## src/hw/rtl/mmss_pkg.sv

```systemverilog
package mmss_pkg;

   // Store geometry
   localparam int MAP_WORDS     = 4096;
   localparam int MAP_AW        = $clog2(MAP_WORDS);
   localparam int LAYERS        = 4;
   localparam int LAYER_W       = 2;
   localparam int MAP_MEM_WORDS = LAYERS * MAP_WORDS;
   localparam int MAP_MEM_AW    = LAYER_W + MAP_AW;
   localparam int TILESET_WORDS = 4096;
   localparam int TILE_AW       = $clog2(TILESET_WORDS);
   localparam int WORD_W        = 16;

   // Command fields
   localparam int LOAD_AW           = 12;
   localparam int POS_W             = 8;
   localparam int SCROLL_W          = 19;
   localparam int SCROLL_FRAC_SHIFT = 11;
   localparam int START_W           = SCROLL_W - SCROLL_FRAC_SHIFT;
   localparam int T_W               = START_W + 1;

   // Strip and screen block
   localparam int STRIP_LEN   = 32;
   localparam int IDX_W       = $clog2(STRIP_LEN);
   localparam int SCREEN_BITS = 5;
   localparam int SIDX_W      = 2 * SCREEN_BITS;

   // Configuration
   localparam int MAPW_W = 8;
   localparam int CSR_DW = 8;
   localparam int CSR_IW = 1;
   localparam logic [CSR_IW-1:0] CSR_MAP_WIDTH = 1'b0;
   localparam logic [CSR_IW-1:0] CSR_ENABLE    = 1'b1;
   localparam logic [MAPW_W-1:0] MAP_WIDTH_RESET = 8'd64;

   // Result queue
   localparam int FIFO_DEPTH = 8;
   localparam int FIFO_AW    = $clog2(FIFO_DEPTH);
   localparam int FIFO_CW    = FIFO_AW + 1;
   localparam int CRED_W     = FIFO_CW + 1;

   typedef enum logic [1:0] {
      CMD_LOAD_MAP  = 2'd0,
      CMD_LOAD_TILE = 2'd1,
      CMD_DRAW_ROW  = 2'd2,
      CMD_DRAW_COL  = 2'd3
   } cmd_type;

   typedef enum logic {
      ST_IDLE,
      ST_ISSUE
   } seq_state_type;

   typedef struct packed {
      logic [LAYER_W-1:0] screen_block;
      logic [SIDX_W-1:0]  screen_index;
      logic               last;
   } strip_info_type;

   typedef struct packed {
      logic                  valid;
      logic [MAP_MEM_AW-1:0] map_addr;
      logic [1:0]            sub;
      strip_info_type        info;
   } map_req_type;

   typedef struct packed {
      logic                  map_we;
      logic                  tile_we;
      logic [MAP_MEM_AW-1:0] map_addr;
      logic [TILE_AW-1:0]    tile_addr;
      logic [WORD_W-1:0]     data;
   } store_wr_type;

   typedef struct packed {
      logic b_valid;
      logic c_valid;
   } pipe_status_type;

   typedef struct packed {
      logic [LAYER_W-1:0] screen_block;
      logic [SIDX_W-1:0]  screen_index;
      logic [WORD_W-1:0]  screen_entry;
      logic               last;
   } rsp_item_type;

   function automatic logic layer_in_range(input logic [LAYER_W-1:0] layer);
      return ({1'b0, layer} < (LAYER_W + 1)'(LAYERS));
   endfunction

endpackage

```

## src/hw/rtl/mmss_issue.sv

```systemverilog
module mmss_issue import mmss_pkg::*; (
   input  logic                clock,
   input  logic                reset,
   input  logic                start_draw,
   input  logic                draw_row,
   input  logic [LAYER_W-1:0]  layer,
   input  logic [POS_W-1:0]    strip_pos,
   input  logic [SCROLL_W-1:0] scroll_fixed,
   input  logic [MAPW_W-1:0]   map_width,
   input  logic                credit_ok,
   output map_req_type         map_req,
   output logic                idle
);

   seq_state_type state_ff, state_in;
   logic [IDX_W-1:0]   idx_ff, idx_in;
   logic               row_ff;
   logic [LAYER_W-1:0] layer_ff;
   logic [POS_W-1:0]   pos_ff;
   logic [START_W-1:0] start_ff;
   map_req_type        req_ff, req_in;

   logic                      fire;
   logic                      last_idx;
   logic [T_W-1:0]            t;
   logic [START_W-1:0]        t_half;
   logic [START_W-1:0]        pos_half;
   logic [START_W-1:0]        mul_a;
   logic [START_W-1:0]        addend;
   logic [START_W+MAPW_W-1:0] prod;
   logic [MAP_AW-1:0]         madr;

   assign last_idx = (idx_ff == IDX_W'(STRIP_LEN - 1));

   always_comb begin
      state_in = state_ff;
      case (state_ff)
         ST_IDLE:  if (start_draw) state_in = ST_ISSUE;
         ST_ISSUE: if (fire && last_idx) state_in = ST_IDLE;
         default:  state_in = ST_IDLE;
      endcase
   end

   always_comb begin
      fire = 1'b0;
      idle = 1'b0;
      case (state_ff)
         ST_IDLE:  idle = 1'b1;
         ST_ISSUE: fire = credit_ok;
         default:  idle = 1'b1;
      endcase
   end

   // tile coordinate along the strip, then the map address (one multiply)
   assign t        = {1'b0, start_ff} + T_W'(idx_ff);
   assign t_half   = t[T_W-1:1];
   assign pos_half = START_W'(pos_ff[POS_W-1:1]);
   assign mul_a    = row_ff ? pos_half : t_half;
   assign addend   = row_ff ? t_half : pos_half;
   assign prod     = mul_a * map_width;
   assign madr     = prod[MAP_AW-1:0] + MAP_AW'(addend);

   always_comb begin
      req_in.valid                   = fire;
      req_in.map_addr                = {layer_ff, madr};
      req_in.info.screen_block       = layer_ff;
      req_in.info.last               = last_idx;
      if (row_ff) begin
         req_in.sub                  = {pos_ff[0], t[0]};
         req_in.info.screen_index    = {pos_ff[SCREEN_BITS-1:0], t[SCREEN_BITS-1:0]};
      end else begin
         req_in.sub                  = {t[0], pos_ff[0]};
         req_in.info.screen_index    = {t[SCREEN_BITS-1:0], pos_ff[SCREEN_BITS-1:0]};
      end
   end

   always_comb begin
      idx_in = idx_ff;
      if (start_draw)
         idx_in = '0;
      else if (fire)
         idx_in = idx_ff + 1'b1;
   end

   always_ff @(posedge clock) begin
      req_ff.map_addr <= req_in.map_addr;
      req_ff.sub      <= req_in.sub;
      req_ff.info     <= req_in.info;
      if (reset) begin
         state_ff     <= ST_IDLE;
         idx_ff       <= '0;
         req_ff.valid <= 1'b0;
      end else begin
         state_ff     <= state_in;
         idx_ff       <= idx_in;
         req_ff.valid <= req_in.valid;
      end
   end

   always_ff @(posedge clock) begin
      if (start_draw) begin
         row_ff   <= draw_row;
         layer_ff <= layer;
         pos_ff   <= strip_pos;
         start_ff <= scroll_fixed[SCROLL_W-1:SCROLL_FRAC_SHIFT];
      end
   end

   assign map_req = req_ff;

endmodule

```

## config.mk

```make
export PLATFORM = sky130hd
export DESIGN_NAME = mmss_issue
export DESIGN_NICKNAME = d
export VERILOG_FILES = /design/src/hw/rtl/mmss_pkg.sv /design/src/hw/rtl/mmss_issue.sv
export SDC_FILE = /design/constraint.sdc
export NUM_CORES = 1
export LEC_CHECK = 0
export ABC_AREA = 1
export CAP_MARGIN = 20
export CORE_ASPECT_RATIO = 1.25
export CORE_MARGIN = 2
export CORE_UTILIZATION = 45
export CTS_CLUSTER_SIZE = 14
export DETAILED_ROUTE_END_ITERATION = 16
export DONT_BUFFER_PORTS = 1
export GPL_TIMING_DRIVEN = 0
export SETUP_SLACK_MARGIN = 0.3
export SLEW_MARGIN = 20
export SYNTH_ARGS = -nofsm -noshare
export SYNTH_HDL_FRONTEND = slang
export SYNTH_SLANG_ARGS = --single-unit
export TNS_END_PERCENT = 10
```

## constraint.sdc

```tcl
create_clock -name clock -period 9 [get_ports clock]
set_input_delay 1.35 -clock clock [delete_from_list [all_inputs] [get_ports clock]]
set_output_delay 1.35 -clock clock [all_outputs]
set_load 0.01 [all_outputs]
```

Word-level counts from Yosys, hierarchy flattened
Index checks and enable logic that the tools add are counted.
Storage, ports and cells
  register bits: 55
  input bits: 42
  output and inout bits: 31
  logic and storage cells: 29
Cells by class
  add/subtract/negate cells: 3
  $mul: 1
  equality and inequality tests: 1
  mux-type cells: 9
  bitwise operators: 1
  reduce and logical (&&, ||, !) cells: 2
Operators by type and width (count)
  2-to-1 mux 8 bit: 2
  adder 12 x 8 -> 12 bit: 1
  multiplier 8 x 8 -> 12 bit: 1
  2-to-1 mux 10 bit: 1
  adder 8 x 5 -> 9 bit: 1
  adder 5 x 1 -> 5 bit (second input constant): 1
  equality test 5 bit (second input constant): 1
  2-to-1 mux 1 bit: 4
  2-to-1 mux 2 bit: 1
  one-hot mux 1 bit (2 select lines): 1
  OR reduction 2 bit: 1
  logical AND 1 bit: 1
  inverter 1 bit: 1

Longest topological paths before layout
  depth in word-level cells: 4
  gate-level depth with buffers: 32
  gate-level depth less buffers: 32

Least setup slack after synthesis
OpenSTA, ideal clock, no wires.
  path type: in2reg
  from: in map_width[1]
  to: reg req_ff, in the netlist map_req[26]
  setup time: 0.112 ns
  arrival time: 4.951 ns
  data required time: 8.888 ns
  setup slack: 3.936 ns
  cell stages on the path: 20
  path buffers: 1
  path through: buf_1 -> nand2_1 -> fa_1 -> inv_1 -> fa_1 -> inv_1 -> fa_1 -> fa_1 -> inv_1 -> ha_1 -> nand2_1 -> nand2_1 -> a31oi_1 -> o31ai_1 -> inv_1 -> nand3_1 -> nand3_1 -> nand2_1 -> nand2_1 -> nand2_1
On the way
  cells in the longest elaborated chain, start to end: 2
Ends and longest elaborated chain
  from (decl): line mmss_issue.sv:9  | input logic [MAPW_W-1:0] map_width,
  multiplier 8 x 8 -> 12 bit: line mmss_issue.sv:60  | assign prod = mul_a * map_width;
  adder 12 x 8 -> 12 bit: line mmss_issue.sv:61  | assign madr = prod[MAP_AW-1:0] + MAP_AW'(addend);
  named net madr[11]: line mmss_issue.sv:31  | logic [MAP_AW-1:0] madr;
  to (decl): line mmss_issue.sv:21  | map_req_type req_ff, req_in;
The timed path passes the listed nets, and every way through them passes these cells.
A chain may end at the register's enable or synchronous reset.

Final worst setup path
  from: reg idx_ff[0]
  to: reg req_ff, in the netlist map_req[26]
On the way
  cells in the longest elaborated chain, start to end: 4
  elaborated cells between the ends (all ways): 5
  those cells by class: add/sub: 2; mul: 1; mux: 2
Ends and longest elaborated chain
  from (decl): line mmss_issue.sv:16  | logic [IDX_W-1:0] idx_ff, idx_in;
  from (signal assigned): line mmss_issue.sv:95  | idx_ff <= idx_in;
  adder 8 x 5 -> 9 bit: line mmss_issue.sv:55  | assign t = {1'b0, start_ff} + T_W'(idx_ff);
  2-to-1 mux 8 bit: line mmss_issue.sv:58  | assign mul_a = row_ff ? pos_half : t_half;
  named net mul_a[3]: line mmss_issue.sv:28  | logic [START_W-1:0] mul_a;
  multiplier 8 x 8 -> 12 bit: line mmss_issue.sv:60
  adder 12 x 8 -> 12 bit: line mmss_issue.sv:61
  named net madr[11]: line mmss_issue.sv:31
The timed path passes the listed nets, and every way through them passes these cells.

==> results.toml <==
[worst_setup_path]
cp_top_family = "adder cells"
r2r-start = "idx_ff[0]"
slowest_delay_ns = 0.53
cp_slowest_cell = "fa_1"
cp.required_ns = 9.21
r2r_slack_ns = 3.21
worst-path-buf-inv = 7
setup.worst_path.class = "reg -> reg"
path_common_cell = "nand2_1"
startpoint_type = "flip-flop"
path_max_fanout = 5
arrival_ns = 6.00
crit_path_start = "idx_ff[0]"
cp-end-kind = "flip-flop"

[sta]
tns_ns = 0
setup_violations = 0
finalHoldViolCount = 0
report.final.slew_viol_count = 0
period_needed_ns = 5.789
worst_slew_pin_slew_ns = 0.6919
max_slew_margin = 0.5338
fin_ws_ns = 3.211
min_period_over_period = 0.6432
max_freq_ghz = 0.1727
whs_ns = 0.3502
rsz0062_at_grt = "no"
finClkSkew_ns = 0.01262

[floorplan]
fp.dieH_um = 107.0
die_area_um2 = 9243
die_x_um = 86.40
row_count = 37
start_util = 0.4634
ios = 73
fp.coreArea_um2 = 8240

[place]
place_area_um2 = 3940
place_congestion = 0.8196
post-dp-hpwl_mm = 5.868
port_buffers = 0
dp_slack_ns = 3.240

[power_and_ir_drop]
ir_drop_uv = 93.98
p_leak_nw = 2.049
power_density_nw_per_um2 = 244.4

[final_layout]
area_delta_synth_final_pct = 5.701
drive_gt1_frac = 0.07883
final_cell_mix = "100 x inv_1, 80 x nand2_1, 44 x nor2_1, 40 x fa_1, 32 x dfxtp_1"
layout_commonest_cell = "inv_1"
n_fill_cell = 799
fin_nets = 555
multi_input_area_um2 = 2166
diodes = 0
seqCellArea_um2 = 1211
stdcell_area_um2 = 4036
utilization = 0.4898

[clocking]
clkSinkCount = 51
clkTransAtPathRegs_ns = 0.11
clk_path_buf_depth = 2
cts_made_buffers = 5
ctsResizeCount = 0
clk_latency_ns = 0.32
cts-root-buf = "clkbuf_8"
h-tree-depth = 2
cts_tree = "yes"
post_cts_buffers = 0
holdBufCountCts = 0

[yosys]
synth.cell_area_um2 = 3819
synth.distinct_cells = 37
synth-seq-cells = 51
synth_area_per_cell_um2 = 8.758
yosysWarningCount = 0
synthesis.nets = 548
synth_top_cell_by_area = "fa_1"
synth_area_leaders = "fa_1 21%, dfxtp_1 17%, edfxtp_1 15%, ha_1 9.8%, inv_1 9.8%"
yosys.area.top_type_share = 0.2097
netlist_instances = 436
ys_seq_area_frac = 0.3172

[detailed_routing]
first_pass_iters = 4
dr_wl_met2_mm = 3.712
drt_iter0_markers = 66
dr.max_layer_used = "met4"
via_per_inst = 4.786
routed-wl-met3_um = 162
wire_per_inst_um = 12.73
drc = 0
via_count = 2589
drt-total-wl_mm = 6.888
wl_met1_mm = 2.912
postRouteAntennaNets = 0

[grt]
grt_usage = 0.1718
antenna_found_initial = 0
grt_max_degree = 22
grt-ovfl-total = 0
grt_pass1_wl_mm = 12.43
grt_pass1_vias = 2753

[run_status]
status = "finished, final reports clean"

[hold_path]
worstHoldStart = "layer_ff[1]"
min_path_type = "reg -> reg"

[flow_run]
drv_cap = 0
-- per-stage QoR --
stage,cells,power (W)
floorplan,436,0.0007588
global placement,533,0.0008431
detailed placement,533,0.0008599
CTS,541,0.001007
global route,541,0.001113
finish,541,0.0009865
-- cells in the mapped netlist --
library cell and count:
inv_1 100, nand2_1 80, nor2_1 44, fa_1 40, dfxtp_1 32, ha_1 30, edfxtp_1 19, o21ai_0 14
nand3_1 12, a21oi_1 7, nand2_2 6, xnor2_1 6, buf_4 4, nand3_2 4, xor2_1 4, inv_2 3
o21ai_2 3, or2_1 3, a211oi_1 2, and2_1 2, clkbuf_1 2, nand2_4 2, nand3b_1 2, nor3_1 2
a21o_1 1, a31oi_1 1, buf_1 1, buf_2 1, clkinv_1 1, clkinv_2 1, nand4_1 1, nor2_4 1
nor3b_1 1, o21ai_1 1, o21ai_4 1, o31ai_1 1, or2_2 1
-- area by class of cell --
cell class	count	share of cell area
multi-input cells	272	0.5366
flip-flops and latches	51	0.3001
inverters	105	0.09795
well taps	97	0.03007
clock buffers	5	0.01705
plain buffers	8	0.01147
clock inverters	3	0.006820
-- routing by layer --
layer / up-vias / global-route usage
met5: - / 0
met4: 0 / 0.05804
met3: 12 / 0.02848
met2: 46 / 0.3088
met1: 1208 / 0.2055
li1: 1323 / -
-- where the power goes --
part           internal (W)  total [W]  switching (W)
logic              0.000217   0.000521       0.000304
registers          0.000290   0.000322      0.0000324
clock network     0.0000573   0.000143      0.0000856
-- logic make-up (layout without fill, tap and decap cells) --
kind of cell / after synthesis / after routing / synth area share
simple gates: 161 / 161 / 0.1868
buf+inv: 113 / 121 / 0.1157
fa+ha+maj: 70 / 70 / 0.3080
flops: 51 / 51 / 0.3172
compound gates: 31 / 31 / 0.04948
xor+xnor: 10 / 10 / 0.02293
-- worst register-to-register path: cells and delay by family, from the launching register on --
family | cells | cell delay (ns)
DFF | 1 | 0.40
adders and majority gates | 7 | 3.01
AOI/OAI and AO/OA | 2 | 0.58
buffers and inverters | 7 | 0.52
and+or+nand+nor | 12 | 0.99
xor gates and xnor gates | 1 | 0.18
-- sequential cells by signal, indices dropped and copies added (netlist names) --
signal / flops
idx_ff: 5
layer_ff: 2
map_req: 26
pos_ff: 8
row_ff: 1
start_ff: 8
state_ff: 1
-- path summary, 6_finish.rpt --
path,to,cells after the start
hold reg to reg,map_req[12],0
hold / removal,map_req[12],0
setup reg to reg,map_req[26],29
setup / recovery,map_req[26],29
No activity file was read; power rests on OpenSTA's default activity.
