===== src/hw/rtl/mmss_pkg.sv =====
package mmss_pkg;

   // Store geometry
   localparam int MAP_WORDS     = 4096;
   localparam int MAP_AW        = $clog2(MAP_WORDS);
   localparam int LAYERS        = 4;
   localparam int LAYER_W       = 2;
   localparam int MAP_MEM_WORDS = LAYERS * MAP_WORDS;
   localparam int MAP_MEM_AW    = LAYER_W + MAP_AW;
   localparam int TILESET_WORDS = 4096;
   localparam int TILE_AW       = $clog2(TILESET_WORDS);
   localparam int WORD_W        = 16;

   // Command fields
   localparam int LOAD_AW           = 12;
   localparam int POS_W             = 8;
   localparam int SCROLL_W          = 19;
   localparam int SCROLL_FRAC_SHIFT = 11;
   localparam int START_W           = SCROLL_W - SCROLL_FRAC_SHIFT;
   localparam int T_W               = START_W + 1;

   // Strip and screen block
   localparam int STRIP_LEN   = 32;
   localparam int IDX_W       = $clog2(STRIP_LEN);
   localparam int SCREEN_BITS = 5;
   localparam int SIDX_W      = 2 * SCREEN_BITS;

   // Configuration
   localparam int MAPW_W = 8;
   localparam int CSR_DW = 8;
   localparam int CSR_IW = 1;
   localparam logic [CSR_IW-1:0] CSR_MAP_WIDTH = 1'b0;
   localparam logic [CSR_IW-1:0] CSR_ENABLE    = 1'b1;
   localparam logic [MAPW_W-1:0] MAP_WIDTH_RESET = 8'd64;

   // Result queue
   localparam int FIFO_DEPTH = 8;
   localparam int FIFO_AW    = $clog2(FIFO_DEPTH);
   localparam int FIFO_CW    = FIFO_AW + 1;
   localparam int CRED_W     = FIFO_CW + 1;

   typedef enum logic [1:0] {
      CMD_LOAD_MAP  = 2'd0,
      CMD_LOAD_TILE = 2'd1,
      CMD_DRAW_ROW  = 2'd2,
      CMD_DRAW_COL  = 2'd3
   } cmd_type;

   typedef enum logic {
      ST_IDLE,
      ST_ISSUE
   } seq_state_type;

   typedef struct packed {
      logic [LAYER_W-1:0] screen_block;
      logic [SIDX_W-1:0]  screen_index;
      logic               last;
   } strip_info_type;

   typedef struct packed {
      logic                  valid;
      logic [MAP_MEM_AW-1:0] map_addr;
      logic [1:0]            sub;
      strip_info_type        info;
   } map_req_type;

   typedef struct packed {
      logic                  map_we;
      logic                  tile_we;
      logic [MAP_MEM_AW-1:0] map_addr;
      logic [TILE_AW-1:0]    tile_addr;
      logic [WORD_W-1:0]     data;
   } store_wr_type;

   typedef struct packed {
      logic b_valid;
      logic c_valid;
   } pipe_status_type;

   typedef struct packed {
      logic [LAYER_W-1:0] screen_block;
      logic [SIDX_W-1:0]  screen_index;
      logic [WORD_W-1:0]  screen_entry;
      logic               last;
   } rsp_item_type;

   function automatic logic layer_in_range(input logic [LAYER_W-1:0] layer);
      return ({1'b0, layer} < (LAYER_W + 1)'(LAYERS));
   endfunction

endpackage


===== src/hw/rtl/mmss_rsp_fifo.sv =====
module mmss_rsp_fifo import mmss_pkg::*; (
   input  logic               clock,
   input  logic               reset,
   input  logic               push,
   input  rsp_item_type       push_item,
   input  logic               pop,
   output logic               out_valid,
   output rsp_item_type       out_item,
   output logic [FIFO_CW-1:0] count
);

   rsp_item_type       slot_ff [FIFO_DEPTH];
   logic [FIFO_AW-1:0] wr_ptr_ff, wr_ptr_in;
   logic [FIFO_AW-1:0] rd_ptr_ff, rd_ptr_in;
   logic [FIFO_CW-1:0] count_ff, count_in;

   always_comb begin
      wr_ptr_in = push ? wr_ptr_ff + 1'b1 : wr_ptr_ff;
      rd_ptr_in = pop ? rd_ptr_ff + 1'b1 : rd_ptr_ff;
      count_in  = count_ff + FIFO_CW'(push) - FIFO_CW'(pop);
   end

   always_ff @(posedge clock) begin
      if (reset) begin
         wr_ptr_ff <= '0;
         rd_ptr_ff <= '0;
         count_ff  <= '0;
      end else begin
         wr_ptr_ff <= wr_ptr_in;
         rd_ptr_ff <= rd_ptr_in;
         count_ff  <= count_in;
      end
   end

   always_ff @(posedge clock) begin
      if (push)
         slot_ff[wr_ptr_ff] <= push_item;
   end

   assign out_valid = (count_ff != '0);
   assign out_item  = slot_ff[rd_ptr_ff];
   assign count     = count_ff;

endmodule


===== config.mk =====
export PLATFORM = sky130hd
export DESIGN_NAME = mmss_rsp_fifo
export DESIGN_NICKNAME = d
export VERILOG_FILES = /design/src/hw/rtl/mmss_pkg.sv /design/src/hw/rtl/mmss_rsp_fifo.sv
export SDC_FILE = /design/constraint.sdc
export NUM_CORES = 1
export LEC_CHECK = 0
export BUFFER_PORTS_ARGS = -buffer_cell sky130_fd_sc_hd__clkbuf_2
export CAP_MARGIN = 20
export CORE_UTILIZATION = 64
export DETAILED_ROUTE_END_ITERATION = 10
export PLACE_DENSITY = 0.8
export SETUP_SLACK_MARGIN = 0.02
export SLEW_MARGIN = 15
export SYNTH_ARGS = -nofsm -noshare
export SYNTH_HDL_FRONTEND = slang
export SYNTH_SLANG_ARGS = --single-unit

===== constraint.sdc =====
create_clock -name clock -period 8.9 [get_ports clock]
set_input_delay 2.67 -clock clock [delete_from_list [all_inputs] [get_ports clock]]
set_output_delay 2.67 -clock clock [all_outputs]
set_load 0.1 [all_outputs]

# ---- Word-level counts from Yosys, hierarchy flattened
# Memories as Yosys holds them, arrays and structs flattened. A register that Yosys moved wholly into a read port is not among the register bits.
# Index checks and enable logic that the tools add are counted.
dict set report totals {
  reg_bits 10
  ram_bits 232
  mem_count 1
}
# name depth width rd rd_ports_with_merged_regs write_ports line_no
set mem_list {}
lappend mem_list {slot_ff 8 29 1 1 1 mmss_rsp_fifo.sv:12} ;# rsp_item_type slot_ff [FIFO_DEPTH];
dict set report op_classes {
  addsub 4
  muxes 4
  reduce_logical 1
}
# operator n
set op_table {}
lappend op_table {{adder 3 x 1 -> 3 bit, second input constant} 2}
lappend op_table {{two-way mux 3 bit} 2}
lappend op_table {{adder 4 x 1 -> 4 bit} 1}
lappend op_table {{nonzero test 4 bit} 1}
lappend op_table {{subtractor 4 x 1 -> 4 bit} 1}
lappend op_table {{two-way mux 1 bit} 2}

# ---- Logic depth before layout (Yosys ltp)
# Gate-level depths: netlist of run 1.
dict set report depth {
  depth_word 3
  depth_mapped 8
  mapped_depth_nobuf 8
}

# ---- Worst setup path before layout of run 1
# Ideal clock, no wire load.
dict set report synth_timing {
  path_kind {input -> register}
  start {in push}
  end {mem slot_ff[0][0] (netlist name) (enable)}
  t_arrival_ns 4.769
  required_time_ns 8.449
  setup_slack_ns 3.680
  stages 2
  n_path_buf 0
  cell_sequence {nand2b_1 nor3_1}
}
dict set report synth_between {
  elab_chain_len 2
}
# element line_no
set synth_rtl {}
lappend synth_rtl {{from (decl)} mmss_rsp_fifo.sv:4} ;# input logic push,
lappend synth_rtl {{two-way mux 1 bit} mmss_rsp_fifo.sv:36} ;# if (push)
lappend synth_rtl {{two-way mux 1 bit (not written as such)} mmss_rsp_fifo.sv:37} ;# slot_ff[wr_ptr_ff] <= push_item;
lappend synth_rtl {{to (decl)} mmss_rsp_fifo.sv:12}
# Every way passes these cells.

==> reports/results.tsv, run 1 <==
metric	value	unit
slew_viol_final	0	
period_needed	5520	ps
via_per_inst	6.32	
rsz0062_at_grt	false	
synth.area.top_cells	edfxtp_1, mux4_2, mux4_1, dfxtp_1, mux2_2	
power	2.69	mW
port_buffers	66	
required	6230	ps
hold_viol	0	
core-area	14100	sq um
hold_start	rd_ptr_ff[2]	
drv_cap	0	
clk_latency	500	ps
num_antenna_cells	0	
syn2layout_area_growth	13.2	%
wl_per_cell	25.8	um
setup_violations	0	
power_density	252	nW/um^2
clockBufferDepth	3	
die_w	123	um
critical_path_class	reg -> out	
max_freq	181	MHz
cp.arrival	2850	ps
run_status	finished, final reports clean	
cts_hold_buffers	0	
dieHeight	123	um
first_pass_iters	4	
grt_max_degree	59	
syn-num-nets	444	
finClkSkew	8.17	ps
pin_count	67	
postCtsSetupRepairBufs	0	
drt_wl_total	17.5	mm
grt_pass1_vias	4508	
hp-class	reg -> reg	
die-area	15200	sq um
synth_cells	403	
h-tree-depth	1	
cts.clk_slew.worst_paths	60	ps
clockRootBuffer	clkbuf_16	
dr.first_iter.drc_count	312	
synth_top_area_cell	edfxtp_1	
slew_headroom	25.7	%
yosys_warnings	0	
dp_hpwl	8.76	mm
ys_types	25	
yosysTopAreaCellShare	74.0	%
cts_buffers	24	
grt_antenna_before_repair	0	
final_area	10700	sq um
fin_setup_tns	0	ps
endpoint_kind	output pin	
drive_above_1_share	37.6	%
cp-start-kind	register	
p_leak	3.52	nW
syn_area_per_cell	23.4	sq um
yosysSeqAreaShare	76.7	%
drc	0	
grt_first_pass_wirelength	26.2	mm
cts_tree	built	
grt_usage	24.4	%
place_area	9950	sq um
post_cts_resized	0	
cts_sinks	245	
start_util	66.8	%
final_nets	523	
finalCritPeriodShare	62.0	%
ir_drop	0.238	mV
vias	4286	
cp_max_fo	31	
r2r-start	wr_ptr_ff[2]	
rows	43	
ys_ff_latch	245	
synth_area	9420	sq um
detail-route-antenna-nets	0	
finalWeightedCongestion	0.739	
worst_slew_pin_slew	1110	ps
grt_overflow	0	
[kinds of logic (layout without fill, tap and decap cells)]
kind of cell             Yosys count  in the layout  synth area share [%]
AO/OA/AOI/OAI                      3              3                 0.199
adder cells (fa/ha/maj)            8              8                  1.14
buffers and inverters             24            119                  1.66
XOR/XNOR                           5              5                 0.465
flip-flops                       245            245                  76.7
multiplexers                      89             89                  18.5
AND/OR/NAND/NOR                   29             29                  1.34
[cell usage in the layout, fill, tap and decap left out, drive strengths merged]
cell type  netlist  final
edfxtp         232    232
clkbuf           8     97
mux4            58     58
mux2            29     29
nor2            16     16
dfxtp           13     13
clkinv           0     10
inv              7      8
ha               7      7
nand2            4      4
nand2b           4      4
buf              9      4
xor2             3      3
nor3             2      2
nand3            2      2
mux2i            2      2
xnor2            2      2
a21oi            2      2
nor2b            1      1
a31o             1      1
fa               1      1
[metrics by stage]
step / setup WS [ps] / std cells / hold slack (ps) / util [%]
2_1_floorplan: 3680 / 403 / 485 / -
3_3_place_gp: 3760 / 635 / 506 / 70.4
3_5_place_dp: 3860 / 636 / 525 / 70.6
4_1_cts: 3290 / 678 / 542 / 75.6
5_1_grt: 3220 / 678 / 584 / 75.6
6_report: 3380 / 678 / 534 / 75.6
[cell type report]
class	count	area, sq um
timing repair buffer	70	373
fill	757	3440
tap	180	225
sequential	245	7230
clock buffer	31	658
clock inverter	11	52.6
inverter	7	26.3
multi-input combinational	134	2090
[report_power, final]
part	internal (mW)	switching (mW)
registers	1.30	0.0274
logic	0.112	0.323
clock network	0.520	0.404
[synth_stat cells]
library cell	instances
buf_6	1
nor2_1	16
mux2_4	10
clkbuf_1	7
mux4_1	13
dfxtp_1	13
inv_1	7
xnor2_1	2
mux2i_1	2
fa_1	1
a21oi_1	2
nor2b_1	1
nor3_1	2
buf_12	3
nand2_1	4
mux2_2	19
xor2_1	3
mux4_2	45
buf_2	5
nand3_1	2
edfxtp_1	232
clkbuf_4	1
nand2b_1	4
a31o_1	1
ha_1	7
[flip-flops by register name (all words and copies together) (netlist names), named ones only]
register / cells
rd_ptr_ff: 3
slot_ff: 232
count: 4
wr_ptr_ff: 3
[layer usage]
layer	vias to the layer above	global-route usage, %	wire [um]
li1	1857	-	-
met1	2210	34.6	7180
met2	189	40.0	8840
met3	30	3.92	1190
met4	0	7.23	301
met5	-	0	0
[worst max-delay path, cell delays in order (launching register included)]
cell      delay (ps)
dfxtp_4          740
buf_12           320
mux4_1           600
mux2_2           290
clkbuf_2         370
[worst paths after layout]
check                    to  slack [ps]  cells past startpoint
min reg2reg        register         530                      2
max             out_item[2]        3380                      4
max reg2reg  slot_ff[4][25]        6820                      3
min                register         530                      2
(Power assumes the default switching activity.)
==> inputs of run 2 (changes only) <==
--- a/config.mk
+++ b/config.mk
@@ -7,9 +7,9 @@
 export LEC_CHECK = 0
 export BUFFER_PORTS_ARGS = -buffer_cell sky130_fd_sc_hd__clkbuf_2
 export CAP_MARGIN = 20
-export CORE_UTILIZATION = 64
+export CORE_UTILIZATION = 60
 export DETAILED_ROUTE_END_ITERATION = 10
-export PLACE_DENSITY = 0.8
+export PLACE_DENSITY = 0.75
 export SETUP_SLACK_MARGIN = 0.02
 export SLEW_MARGIN = 15
 export SYNTH_ARGS = -nofsm -noshare
==> constraint.sdc (replaced) <==
create_clock -name clock -period 5.2 [get_ports clock]
set_input_delay 1.56 -clock clock [delete_from_list [all_inputs] [get_ports clock]]
set_output_delay 1.56 -clock clock [all_outputs]
set_load 0.1 [all_outputs]
==> run 2 against run 1 <==
Against the previous run: core utilization down 5.3 points; wire length down 8.5%; first-iteration DRC count down 23%.
==> reports/results.tsv, run 2 (synthesized netlist as in run 1, its figures left out) <==
metric	value	unit	change
drc	0		unchanged
r2r-start	wr_ptr_ff[2]		
place_area	10000	sq um	+0.52%
dieHeight	127	um	+3.2%
via_per_inst	5.86		-7.3%
first_pass_iters	4		unchanged
grt_overflow	0		unchanged
min_path_cells	2		unchanged
cts_sinks	245		unchanged
drive_above_1_share	37.7	%	+0.17 points
clockBufferDepth	3		unchanged
finalWeightedCongestion	0.705		-4.5%
slew_headroom	26.4	%	+0.76 points
grt_first_pass_wirelength	25.0	mm	-4.6%
die-area	16200	sq um	+6.6%
worst_slew_pin_slew	1100	ps	-11.4 ps
final_common_cell	edfxtp_1		
h-tree-depth	1		unchanged
grt_max_degree	33		-44%
reg2reg_depth	3		unchanged
p_leak	3.53	nW	+0.22%
postCtsSetupRepairBufs	0		unchanged
required	3640	ps	-2590 ps
rows	45		+4.7%
ir_drop	0.344	mV	+45%
clk_latency	500	ps	about the same
dp_hpwl	8.57	mm	-2.2%
port_buffers	66		unchanged
finalCritPeriodShare	84.5	%	
die_w	127	um	+3.2%
cts_buffers	25		+4.2%
cp_max_fo	30		-3.2%
final_area	10700	sq um	+0.66%
pin_count	67		unchanged
cp-start-kind	register		
final_nets	525		+0.38%
period_needed	4390	ps	
cts_hold_buffers	0		unchanged
fin_setup_tns	0	ps	unchanged
grt_usage	21.0	%	-3.5 points
hp-class	reg -> reg		
grt_pass1_vias	4519		+0.24%
num_antenna_cells	0		unchanged
rsz0062_at_grt	false		
setup_slack	806	ps	-2580 ps
syn2layout_area_growth	13.9	%	
finClkSkew	6.74	ps	-1.43 ps
hold_start	rd_ptr_ff[2]		
vias	4174		-2.6%
setup_violations	0		unchanged
largest_register	slot_ff		
run_status	finished, final reports clean		
endpoint_kind	output pin		
wl_per_cell	22.5	um	-13%
critical_path_class	reg -> out		
power	4.56	mW	+70%
max_freq	228	MHz	
rr_endpoint	slot_ff[0][19]		
post_cts_resized	0		unchanged
r2r_slack	3130	ps	-3690 ps
core-area	15300	sq um	+8.2%
detail-route-antenna-nets	0		unchanged
post-route-util	70.3	%	-5.3 points
dr.first_iter.drc_count	239		-23%
cp.arrival	2830	ps	-20 ps
cts_tree	built		
clockRootBuffer	clkbuf_16		
drv_cap	0		unchanged
slew_viol_final	0		unchanged
power_density	425	nW/um^2	+69%
drt_wl_total	16.0	mm	-8.5%
dp_worst_setup_slack	1270	ps	-2600 ps
start_util	61.7	%	-5.1 points
hold_viol	0		unchanged
cts.clk_slew.worst_paths	60	ps	about the same
final_cell_mix	edfxtp_1, clkbuf_2, mux4_2		
largest_reg_flops	232		unchanged
grt_antenna_before_repair	0		unchanged
run 2: cell count changes in the layout (fill, tap and decap cells not counted):
cell / before / now
buf_4: 3 / 2
inv_6: 1 / 0
clkinv_2: 5 / 7
clkbuf_8: 1 / 0
clkbuf_1: 5 / 7
buf_12: 1 / 3
clkinvlp_4: 0 / 1
clkinv_1: 5 / 4
run 2: how the worst max path moves through the flow:
stage / endpoint / depth (start not counted)
floorplan: slot_ff[0][0] / 2
global placement: out_item[24] / 4
detailed placement: out_item[6] / 4
CTS: out_item[6] / 4
global route: out_item[6] / 4
finish: out_item[24] / 4
run 2: final cells by class:
class | count | area, sq um
Sequential cell | 245 | 7230
Timing Repair Buffer | 71 | 405
Tap cell | 211 | 264
Clock inverter | 12 | 57.6
Clock buffer | 32 | 652
Inverter | 7 | 26.3
Fill cell | 917 | 4530
Multi-Input combinational cell | 134 | 2090
run 2: worst max-delay path: stages, from the launching register on:
cell and delay (ps):
dfxtp_4 750, buf_12 330, mux4_1 590, mux2_4 280
clkbuf_2 370
run 2: per-stage QoR:
stage          instances  hold slack [ps]
6_report             712              543
5_1_grt              712              573
4_1_cts              711              552
3_5_place_dp         667              538
3_3_place_gp         667              509
2_1_floorplan        403              485
run 2: power by group:
part / leakage, nW / total, mW / internal, mW / switching (mW)
clock network: 0.350 / 1.56 / 0.881 / 0.674
logic: 0.966 / 0.736 / 0.192 / 0.544
registers: 2.22 / 2.27 / 2.22 / 0.0480
total: 3.53 / 4.56 / 3.30 / 1.27
run 2: per-layer routing:
layer	up-vias	share of wire (%)	GRT usage (%)
met5	-	0	0
met4	0	2.3	7.21
met3	36	5.6	4.44
li1	1851	-	-
met2	117	51	35.1
met1	2170	41	27.9
